### config.mk
export PLATFORM = sky130hd
export DESIGN_NAME = gjc_mul_pipe
export DESIGN_NICKNAME = d
export VERILOG_FILES = /design/src/hw/rtl/gjc_pkg.sv /design/src/hw/rtl/gjc_mul_pipe.sv
export SDC_FILE = /design/constraint.sdc
export NUM_CORES = 2
export LEC_CHECK = 0
export ABC_AREA = 0
export BUFFER_PORTS_ARGS = -buffer_cell sky130_fd_sc_hd__buf_2
export CORE_MARGIN = 5
export CORE_UTILIZATION = 60
export DETAILED_ROUTE_END_ITERATION = 10
export HOLD_SLACK_MARGIN = 0.12
export PLACE_DENSITY = 0.86
export SYNTH_ARGS = -nofsm -noshare
export SYNTH_HDL_FRONTEND = slang
export SYNTH_SLANG_ARGS = --single-unit
export TNS_END_PERCENT = 5
### constraint.sdc
create_clock -name clock -period 9.4 [get_ports clock]
set_input_delay 1.41 -clock clock [delete_from_list [all_inputs] [get_ports clock]]
set_output_delay 1.41 -clock clock [all_outputs]
set_load 0.05 [all_outputs]
### src/hw/rtl/gjc_pkg.sv
// Shared widths, constants, stage types and Gaussian table functions of the gap junction unit.
package gjc_pkg;

   localparam int VOLT_W   = 16;
   localparam int WEIGHT_W = 16;
   localparam int NODE_W   = 12;
   localparam int SCALE_W  = 16;
   localparam int DELTA_W  = 40;
   localparam int DIFF_W   = VOLT_W + 1;
   localparam int MAG_W    = VOLT_W;
   localparam int IDX_W    = MAG_W - 4;
   localparam int GAUSS_W  = 17;
   localparam int NUM_W    = GAUSS_W + 2;
   localparam int WA_W     = WEIGHT_W + MAG_W;
   localparam int PROD_W   = 51;
   localparam int LO_W     = 26;
   localparam int PH_W     = PROD_W - LO_W + SCALE_W;
   localparam int PL_W     = LO_W + SCALE_W;
   localparam int SUM_W    = PROD_W + SCALE_W;
   localparam int RSH_W    = 28;
   localparam int P1_W     = SUM_W - RSH_W;
   localparam int Q_W      = DELTA_W;

   localparam int STAGES = 9;

   localparam int GAUSS_ENTRIES_DEF = 1024;
   localparam int GAUSS_NONZERO     = 555;
   localparam int BANK_MAX          = 256;

   localparam logic [SCALE_W-1:0] SCALE_RESET = 16'd1000;

   localparam longint unsigned ONE_Q30 = 64'd1 << 30;

   typedef struct packed {
      logic [NODE_W-1:0] node;
      logic              last;
      logic              pos;
   } side_type;

   function automatic longint unsigned div_u64(input longint unsigned num,
                                               input longint unsigned den);
      longint unsigned quo;
      longint unsigned rem;
      int              b;
      quo = 64'd0;
      rem = 64'd0;
      for (b = 63; b >= 0; b--) begin
         rem = {rem[62:0], num[b]};
         quo = {quo[62:0], 1'b0};
         if (rem >= den) begin
            rem    = rem - den;
            quo[0] = 1'b1;
         end
      end
      return quo;
   endfunction

   function automatic longint unsigned exp_neg_q30(input longint unsigned f);
      longint unsigned term;
      longint          total;
      longint unsigned i;
      term  = ONE_Q30;
      total = longint'(ONE_Q30);
      for (i = 1; i <= 20; i++) begin
         term = div_u64((term * f) >> 30, i);
         if (i[0]) begin
            total = total - longint'(term);
         end else begin
            total = total + longint'(term);
         end
      end
      return (total < 0) ? 64'd0 : longint'(total);
   endfunction

   function automatic logic [GAUSS_W-1:0] gauss_entry(input int k);
      longint unsigned kk;
      longint unsigned x;
      longint unsigned n;
      longint unsigned v;
      longint unsigned e1;
      longint unsigned g;
      int              j;
      kk = longint'(k);
      x  = div_u64(kk * kk * ONE_Q30, 64'd25600);
      n  = x >> 30;
      if (n >= 12) begin
         return '0;
      end
      e1 = exp_neg_q30(ONE_Q30);
      v  = exp_neg_q30(x & (ONE_Q30 - 1));
      for (j = 0; j < 12; j++) begin
         if (longint'(j) < n) begin
            v = (v * e1 + (ONE_Q30 >> 1)) >> 30;
         end
      end
      g = (v + 64'd8192) >> 14;
      if (g > 64'd65536) begin
         g = 64'd65536;
      end
      return g[GAUSS_W-1:0];
   endfunction

endpackage

### src/hw/rtl/gjc_mul_pipe.sv
// Multiplier stages forming the scaled, rounded junction current times five.
module gjc_mul_pipe import gjc_pkg::*; (
   input  logic                clock,
   input  logic [3:0]          load,
   input  logic [MAG_W-1:0]    mag,
   input  logic [WEIGHT_W-1:0] weight,
   input  logic [GAUSS_W-1:0]  gauss,
   input  logic [SCALE_W-1:0]  scale,
   output logic [P1_W-1:0]     p1
);

   localparam logic [NUM_W-1:0] NUM_ONE    = NUM_W'(1) << 16;
   localparam logic [SUM_W-1:0] ROUND_HALF = SUM_W'(5) << (RSH_W - 1);

   logic [WA_W-1:0]   wa_ff;
   logic [WA_W-1:0]   wa_in;
   logic [NUM_W-1:0]  num_ff;
   logic [NUM_W-1:0]  num_in;
   logic [PROD_W-1:0] a_ff;
   logic [PROD_W-1:0] a_in;
   logic [PH_W-1:0]   ph_ff;
   logic [PH_W-1:0]   ph_in;
   logic [PL_W-1:0]   pl_ff;
   logic [PL_W-1:0]   pl_in;
   logic [SUM_W-1:0]  sum;
   logic [P1_W-1:0]   p1_ff;
   logic [P1_W-1:0]   p1_in;

   assign wa_in  = WA_W'(weight) * WA_W'(mag);
   assign num_in = (NUM_W'(gauss) << 2) + NUM_ONE;
   assign a_in   = PROD_W'(wa_ff) * PROD_W'(num_ff);
   assign ph_in  = PH_W'(a_ff[PROD_W-1:LO_W]) * PH_W'(scale);
   assign pl_in  = PL_W'(a_ff[LO_W-1:0]) * PL_W'(scale);
   assign sum    = {ph_ff, LO_W'(0)} + SUM_W'(pl_ff) + ROUND_HALF;
   assign p1_in  = sum[SUM_W-1:RSH_W];

   always_ff @(posedge clock) begin
      if (load[0]) begin
         wa_ff  <= wa_in;
         num_ff <= num_in;
      end
      if (load[1]) begin
         a_ff <= a_in;
      end
      if (load[2]) begin
         ph_ff <= ph_in;
         pl_ff <= pl_in;
      end
      if (load[3]) begin
         p1_ff <= p1_in;
      end
   end

   assign p1 = p1_ff;

endmodule

==> results.json <==
{
  "min_path_cells": 1,
  "viasPerCell": 5.697,
  "final_cell_mix": "inv_1, fa_1, nand2_1, and2_1, ha_1",
  "die_area_mm2": 0.1030,
  "final_nets": 8045,
  "crit_top_cell": "fa_1",
  "crit_arrival_ns": 8.52,
  "clock_latency_ns": 0.54,
  "ys_seq_area_frac": 0.1005,
  "path_clk_slew_ns": 0.08,
  "finalCriticalPeriod_ns": 8.238,
  "synth_edf_count": 194,
  "grt_max_degree": 58,
  "crit_family": "adder cells",
  "drv_slew": 0,
  "clk_path_buf_depth": 2,
  "antenna_found_initial": 5,
  "critPathBufInv": 3,
  "fp.dieW_um": 320.9,
  "status": "completed",
  "tns_ns": 0,
  "grt_overflow": 0,
  "path_cells": "nand2_1, fa_1, fa_1, fa_1, inv_1, fa_1, fa_1, inv_1, fa_1, inv_1, ha_1, a2111oi_0, o221ai_1, a211oi_1, nand3_1, a221oi_1, o21ai_1, a41oi_1, o211ai_1, a21oi_1, xnor2_1",
  "post_synth_inst_count": 6274,
  "yosysTopAreaCellShare": 0.4381,
  "drtAntennaViolNets": 0,
  "syn_area_mm2": 0.05798,
  "fp.dieH_um": 320.9,
  "synth_area_leaders": "fa_1, ha_1, inv_1",
  "drt_pass1_iterations": 6,
  "slowest_delay_ns": 1.28,
  "tightest_slew_ns": 1.397,
  "numCtsBuffers": 17,
  "hpwl_um": 112000,
  "post_cts_buffers": 0,
  "synth_cell_type_count": 60,
  "setup_violations": 0,
  "grt_pass1_wl_um": 234000,
  "dp_slack_ns": 0.9216,
  "fin_crit_sh": 0.8764,
  "start_util": 0.6022,
  "max_freq_mhz": 121.4,
  "area_growth_pct": 3.414,
  "via_count": 42493,
  "core-area_mm2": 0.09628,
  "reg2regPathDepth": 21,
  "syn-num-nets": 8152,
  "postCtsHoldBufs": 0,
  "totalWireLength_um": 140800,
  "crit_path_start_kind": "flop",
  "rsz0062_at_grt": "false",
  "clock_skew_ns": 0.02604,
  "root_buffer": "clkbuf_16",
  "htree_levels": 4,
  "rows": 114,
  "syn_avg_cell_area_um2": 9.242,
  "place.gp.congestion": 0.9554,
  "cts_tree": "built",
  "critPathKind": "flop to flop",
  "synthArstFlopShare": 0,
  "ys_warn_count": 0,
  "crit_cells": 21,
  "slew_headroom": 0.06862,
  "hp-class": "flop to flop",
  "worst_slack_ns": 1.162,
  "cpMaxStageDelayCell": "edfxtp_1",
  "drc": 0,
  "end_kind": "flop",
  "grt_pass1_vias": 46846,
  "drive_gt1_frac": 0.02961,
  "maxCapViolCount": 0,
  "final_common_cell": "inv_1",
  "grt.total_usage": 0.2821,
  "cp_max_fo": 32,
  "final_hold_viol_count": 0,
  "pin_count": 109,
  "synth_ff_type": "edfxtp_1",
  "cts.sinks": 194,
  "synth_top_cell_by_area": "fa_1",
  "drt_iter0_drc": 3387,
  "ys_ff_latch": 194,
  "io_buffers": 108,
  "wl_per_cell_um": 18.88,
  "cp.required_ns": 9.68,
  "cts_resized": 0
}
[final timing paths]
check,endpoint,slack (ns),from
setup / recovery,a_ff[50],1.16,num_ff[4]
hold / removal,p1[38],0.57,ph_ff[40]
setup reg to reg,a_ff[50],1.16,num_ff[4]
hold reg to reg,p1[38],0.57,ph_ff[40]
[stage by stage]
stage	instances	cell area (um^2)	util	hold WS, ns
6_report	7459	59960	0.6228	0.5727
5_1_grt	7458	59960	0.6228	0.5875
4_1_cts	7456	59960	0.6227	0.5743
3_5_place_dp	7424	59370	0.6167	0.5629
3_3_place_gp	7424	59370	0.6167	0.5635
2_1_floorplan	6274	57980	-	0.5412
[cell type report]
class                           instances  area (um^2)
Fill cell                            7412        36320
Antenna cell                            3        7.507
Timing Repair Buffer                  143        803.3
Clock buffer                           17        425.4
Sequential cell                       194         5826
Inverter                             1568         5886
Multi-Input combinational cell       4243        45260
Clock inverter                         15        157.7
Tap cell                             1276         1597
[sequential cells by signal (all words and copies together) (netlist names)]
signal and count:
a_ff 49, ph_ff 41, p1 39, wa_ff 32, num_ff 17, pl_ff 16
[cells by family after synthesis]
group | after synthesis | synth area share
simple gates | 1871 | 0.1572
buf+inv | 1837 | 0.1189
fa+ha+maj | 1808 | 0.5544
compound gates | 403 | 0.04465
flops | 194 | 0.1005
xor+xnor | 161 | 0.02432
[cells in the mapped netlist, types with 45 or more instances]
cell,n
clkbuf_1,268
xnor2_1,116
a21o_1,59
nor2_1,58
fa_1,1269
xor2_1,45
nand2_1,958
a21oi_1,133
inv_1,1568
ha_1,539
and2_1,700
o21ai_0,66
edfxtp_1,194
[metal layers]
layer,track usage,share of wire,vias up
li1,-,-,18249
met1,0.3452,0.36,21310
met2,0.4885,0.50,2335
met3,0.05260,0.093,597
met4,0.1305,0.055,2
met5,0,0.000050,-
Power is not shown: default switching activity piles up to over one toggle a cycle in this logic, so the estimate is an artifact.
