--- src/hw/rtl/gjc_pkg.sv ---
// Shared widths, constants, stage types and Gaussian table functions of the gap junction unit.
package gjc_pkg;

   localparam int VOLT_W   = 16;
   localparam int WEIGHT_W = 16;
   localparam int NODE_W   = 12;
   localparam int SCALE_W  = 16;
   localparam int DELTA_W  = 40;
   localparam int DIFF_W   = VOLT_W + 1;
   localparam int MAG_W    = VOLT_W;
   localparam int IDX_W    = MAG_W - 4;
   localparam int GAUSS_W  = 17;
   localparam int NUM_W    = GAUSS_W + 2;
   localparam int WA_W     = WEIGHT_W + MAG_W;
   localparam int PROD_W   = 51;
   localparam int LO_W     = 26;
   localparam int PH_W     = PROD_W - LO_W + SCALE_W;
   localparam int PL_W     = LO_W + SCALE_W;
   localparam int SUM_W    = PROD_W + SCALE_W;
   localparam int RSH_W    = 28;
   localparam int P1_W     = SUM_W - RSH_W;
   localparam int Q_W      = DELTA_W;

   localparam int STAGES = 9;

   localparam int GAUSS_ENTRIES_DEF = 1024;
   localparam int GAUSS_NONZERO     = 555;
   localparam int BANK_MAX          = 256;

   localparam logic [SCALE_W-1:0] SCALE_RESET = 16'd1000;

   localparam longint unsigned ONE_Q30 = 64'd1 << 30;

   typedef struct packed {
      logic [NODE_W-1:0] node;
      logic              last;
      logic              pos;
   } side_type;

   function automatic longint unsigned div_u64(input longint unsigned num,
                                               input longint unsigned den);
      longint unsigned quo;
      longint unsigned rem;
      int              b;
      quo = 64'd0;
      rem = 64'd0;
      for (b = 63; b >= 0; b--) begin
         rem = {rem[62:0], num[b]};
         quo = {quo[62:0], 1'b0};
         if (rem >= den) begin
            rem    = rem - den;
            quo[0] = 1'b1;
         end
      end
      return quo;
   endfunction

   function automatic longint unsigned exp_neg_q30(input longint unsigned f);
      longint unsigned term;
      longint          total;
      longint unsigned i;
      term  = ONE_Q30;
      total = longint'(ONE_Q30);
      for (i = 1; i <= 20; i++) begin
         term = div_u64((term * f) >> 30, i);
         if (i[0]) begin
            total = total - longint'(term);
         end else begin
            total = total + longint'(term);
         end
      end
      return (total < 0) ? 64'd0 : longint'(total);
   endfunction

   function automatic logic [GAUSS_W-1:0] gauss_entry(input int k);
      longint unsigned kk;
      longint unsigned x;
      longint unsigned n;
      longint unsigned v;
      longint unsigned e1;
      longint unsigned g;
      int              j;
      kk = longint'(k);
      x  = div_u64(kk * kk * ONE_Q30, 64'd25600);
      n  = x >> 30;
      if (n >= 12) begin
         return '0;
      end
      e1 = exp_neg_q30(ONE_Q30);
      v  = exp_neg_q30(x & (ONE_Q30 - 1));
      for (j = 0; j < 12; j++) begin
         if (longint'(j) < n) begin
            v = (v * e1 + (ONE_Q30 >> 1)) >> 30;
         end
      end
      g = (v + 64'd8192) >> 14;
      if (g > 64'd65536) begin
         g = 64'd65536;
      end
      return g[GAUSS_W-1:0];
   endfunction

endpackage

--- src/hw/rtl/gjc_div5.sv ---
// Two-stage division by five using reciprocal multiplication on split halves.
module gjc_div5 import gjc_pkg::*; (
   input  logic            clock,
   input  logic [1:0]      load,
   input  logic [P1_W-1:0] p1,
   output logic [Q_W-1:0]  q
);

   localparam int LO_PART = 20;
   localparam int HI_W    = P1_W - LO_PART;
   localparam int QH_W    = HI_W - 2;
   localparam int K_HI    = 22;
   localparam int M_HI    = ((1 << K_HI) + 1) / 5;
   localparam int HP_W    = HI_W + 20;
   localparam int Y_W     = LO_PART + 3;
   localparam int K_LO    = 26;
   localparam int M_LO    = ((1 << K_LO) + 1) / 5;
   localparam int YP_W    = Y_W + 24;

   logic [HI_W-1:0]    h;
   logic [HP_W-1:0]    hp;
   logic [QH_W-1:0]    qh_in;
   logic [QH_W-1:0]    qh_ff;
   logic [HI_W-1:0]    rem;
   logic [2:0]         rh_in;
   logic [2:0]         rh_ff;
   logic [LO_PART-1:0] l_ff;
   logic [Y_W-1:0]     y;
   logic [YP_W-1:0]    yp;
   logic [Q_W-1:0]     q_in;
   logic [Q_W-1:0]     q_ff;

   assign h     = p1[P1_W-1:LO_PART];
   assign hp    = HP_W'(h) * HP_W'(M_HI);
   assign qh_in = hp[K_HI +: QH_W];
   assign rem   = h - ((HI_W'(qh_in) << 2) + HI_W'(qh_in));
   assign rh_in = rem[2:0];

   assign y    = {rh_ff, l_ff};
   assign yp   = YP_W'(y) * YP_W'(M_LO);
   assign q_in = Q_W'({qh_ff, yp[K_LO +: LO_PART]});

   always_ff @(posedge clock) begin
      if (load[0]) begin
         qh_ff <= qh_in;
         rh_ff <= rh_in;
         l_ff  <= p1[LO_PART-1:0];
      end
      if (load[1]) begin
         q_ff <= q_in;
      end
   end

   assign q = q_ff;

endmodule

--- config.mk ---
export PLATFORM = sky130hd
export DESIGN_NAME = gjc_div5
export DESIGN_NICKNAME = d
export VERILOG_FILES = /design/src/hw/rtl/gjc_pkg.sv /design/src/hw/rtl/gjc_div5.sv
export SDC_FILE = /design/constraint.sdc
export NUM_CORES = 1
export LEC_CHECK = 0
export ABC_AREA = 1
export BUFFER_PORTS_ARGS = -buffer_cell sky130_fd_sc_hd__buf_2
export CAP_MARGIN = 20
export CORE_UTILIZATION = 37
export CTS_CLUSTER_SIZE = 10
export DETAILED_ROUTE_END_ITERATION = 12
export PLACE_DENSITY_LB_ADDON = 0.12
export SYNTH_ARGS = -nofsm -noshare
export SYNTH_HDL_FRONTEND = slang
export SYNTH_SLANG_ARGS = --single-unit
--- constraint.sdc ---
create_clock -name clock -period 6.4 [get_ports clock]
set_input_delay 0.64 -clock clock [delete_from_list [all_inputs] [get_ports clock]]
set_output_delay 0.64 -clock clock [all_outputs]
set_load 0.005 [all_outputs]
==> results.py <==
metrics = {
    "placement": {
        "gp_congestion": 0.937,
        "port_buffers": 78,
        "dpl.hpwl_um": 43900,
    },
    "setup_path": {
        "critPathTopFamily": "adder cells",
        "crit_path_frequent_cell": "inv_1",
        "regToRegSetupSlack_ns": 0.26,
        "timing.critical_path.buf_inv": 9,
        "worstPathCellList": "inv_1 -> ha_1 -> inv_1 -> fa_1 -> inv_1 -> fa_1 -> inv_1 -> fa_1 -> inv_2 -> fa_1 -> inv_1 -> fa_1 -> inv_1 -> fa_1 -> inv_1 -> ha_4 -> nand2_1 -> o21ai_0 -> a21boi_2 -> buf_4 -> o21a_1 -> nand3_1 -> nand2_1",
        "r2r-end": "q[8]",
        "endpoint_kind": "flop",
        "slowest_stage": "fa_1",
        "reg2reg_depth": 23,
        "worstPathArrival_ns": 6.30,
        "crit_type": "reg -> reg",
        "path_max_fanout": 4,
        "slowest_delay_ns": 0.55,
        "start_kind": "flop",
        "r2r_start": "l_ff[6]",
        "worst_ep_required_time_ns": 6.55,
    },
    "clock_tree": {
        "cts_tree": "built",
        "clkSinkCount": 77,
        "cts_max_level": 3,
        "clk_latency_ns": 0.39,
        "clock-root-buffer": "clkbuf_16",
        "cts_buffer_depth": 2,
        "cts_buffers": 9,
        "cts.clk_slew.worst_paths_ns": 0.09,
        "hold_buffers": 0,
    },
    "global_route": {
        "first_global_vias": 13400,
        "grt_pass1_wl_um": 75900,
        "antenna_found_initial": 0,
        "grt_usage": 0.214,
        "grt_max_degree": 41,
        "grt-ovfl-total": 0,
    },
    "cells_and_area": {
        "nets": 2817,
        "drive_above_1_share": 0.136,
        "area_growth_pct": 15.5,
        "finish.utilization": 0.434,
        "antennaDiodeCount": 0,
        "fill_cells": 4720,
        "seqCellArea_um2": 2310,
        "multi_input_area_um2": 12800,
    },
    "floorplan": {
        "io_pins": 82,
        "row_count": 78,
        "start_util": 0.376,
        "core_um2": 45500,
        "die_x_um": 217,
        "die_y_um": 217,
        "fp.dieArea_um2": 47000,
    },
    "sta": {
        "fin_crit_sh": 0.960,
        "period_minus_slack_ns": 6.14,
        "worstMarginPinSlew_ns": 1.02,
        "max_freq_mhz": 163,
        "hold_viol": 0,
        "skew_ns": 0.0234,
        "slew_headroom": 0.317,
        "drv_slew": 0,
        "setup_violations": 0,
    },
    "status": {
        "status": "completed",
    },
    "routing": {
        "viasPerCell": 4.64,
        "wl_per_cell_um": 17.2,
        "drc": 0,
        "drt_iter0_drc": 642,
        "vias": 13000,
        "drt-total-wl_um": 48100,
        "drtAntennaViolNets": 0,
        "firstDrtPassIters": 5,
    },
    "synthesis": {
        "synth.area.top_cells": "fa_1 (28%), ha_1 (25%), edfxtp_1 (14%)",
        "seq_area_frac_synth": 0.135,
        "syn_area_per_cell_um2": 8.64,
        "ys_top_cells_by_count": "inv_1 (588), ha_1 (339), nand2_1 (284), fa_1 (243), nor2_1 (117)",
        "syn_inst": 1976,
        "synth_top_area_share": 0.285,
        "ys_ff_latch": 77,
        "syn_area_um2": 17100,
        "synth_edf_count": 77,
        "ys_types": 37,
        "synth_warnings": 0,
        "synth-async-reset-ratio": 0,
        "yosysMostFrequentCell": "inv_1",
        "synthFlopType": "edfxtp_1",
        "synth_area_leader_cell": "fa_1",
    },
    "hold_path": {
        "whs_path_depth": 0,
        "hold_class": "reg -> reg",
        "hp-start": "qh_ff[14]",
        "min_to": "q[34]",
    },
    "job": {
        "maxCapViolations": 0,
    },
}
==> flip-flops by register name (all words and copies together) (netlist names) <==
signal,cells
qh_ff,17
l_ff,20
q,37
rh_ff,3
==> cell usage in the layout, fill, tap and decap left out, types with 3 or more instances in the layout <==
master / n
a21boi_1: 3
a21o_1: 5
a21oi_1: 82
a21oi_2: 5
a31oi_1: 5
buf_2: 78
buf_4: 130
clkbuf_16: 9
conb_1: 3
edfxtp_1: 77
fa_1: 236
fa_2: 7
ha_1: 328
ha_2: 3
ha_4: 8
inv_1: 584
inv_2: 6
nand2_1: 279
nand2_2: 13
nand3_1: 47
nand3_2: 4
nand3b_1: 3
nand4_1: 24
nor2_1: 104
nor2_2: 12
nor2_4: 5
nor3_1: 14
o21a_1: 7
o21ai_0: 50
o21ai_1: 4
o21bai_1: 14
or2_2: 5
xnor2_1: 5
xor2_1: 17
==> cell type report <==
type,count,area share
timing repair buffer,208,0.0693
multi-input combinational,1307,0.647
sequential,77,0.117
clock buffer,9,0.0114
tap,600,0.0381
inverter,590,0.112
clock inverter,7,0.00470
==> cell families after synthesis <==
group	count (synthesis)	share of synthesized area
AOI/OAI and AO/OA	182	0.0597
xor gates and xnor gates	23	0.0118
adders and majority gates	582	0.533
buffers and inverters	594	0.131
DFF	77	0.135
other	1	0.000220
and+or+nand+nor	517	0.128
==> metrics by stage <==
step	hold WS [ns]	worst slack [ns]	instance area [µm²]	TNS (ns)	std cells
2_1_floorplan	0.400	0.0758	17100	0	1978
3_3_place_gp	0.404	-0.202	19100	-0.350	2775
3_5_place_dp	0.405	-0.270	19100	-0.431	2775
4_1_cts	0.405	0.000125	19400	0	2791
5_1_grt	0.416	-0.0103	19700	-0.0119	2798
6_report	0.419	0.255	19700	0	2798
==> per-layer routing <==
metal	vias to the layer above	GRT usage	wire length, µm	part of all wire
met5	-	0	0	0
met4	0	0.0448	643	0.013
met3	29	0.0281	1760	0.037
met2	189	0.307	19700	0.41
met1	6246	0.338	26000	0.54
li1	6530	-	-	-
==> how the worst max path moves through the flow <==
stage,end,cells past startpoint,start
5_1_grt,q[5],23,l_ff[6]
2_1_floorplan,rh_ff[2],28,p1[22]
3_3_place_gp,rh_ff[2],28,p1[22]
4_1_cts,q[15],23,l_ff[9]
3_5_place_dp,rh_ff[2],28,p1[22]
6_report,q[8],23,l_ff[6]
==> what timing repair did <==
| action | CTS | global route |
|---|---|---|
| buffers inserted | 0 | 7 |
| resized for setup | 0 | 61 |
| endpoints found under the setup margin | 0 | 20 |
Power is not shown: default switching activity piles up to over one toggle a cycle in this logic, so the estimate is an artifact.
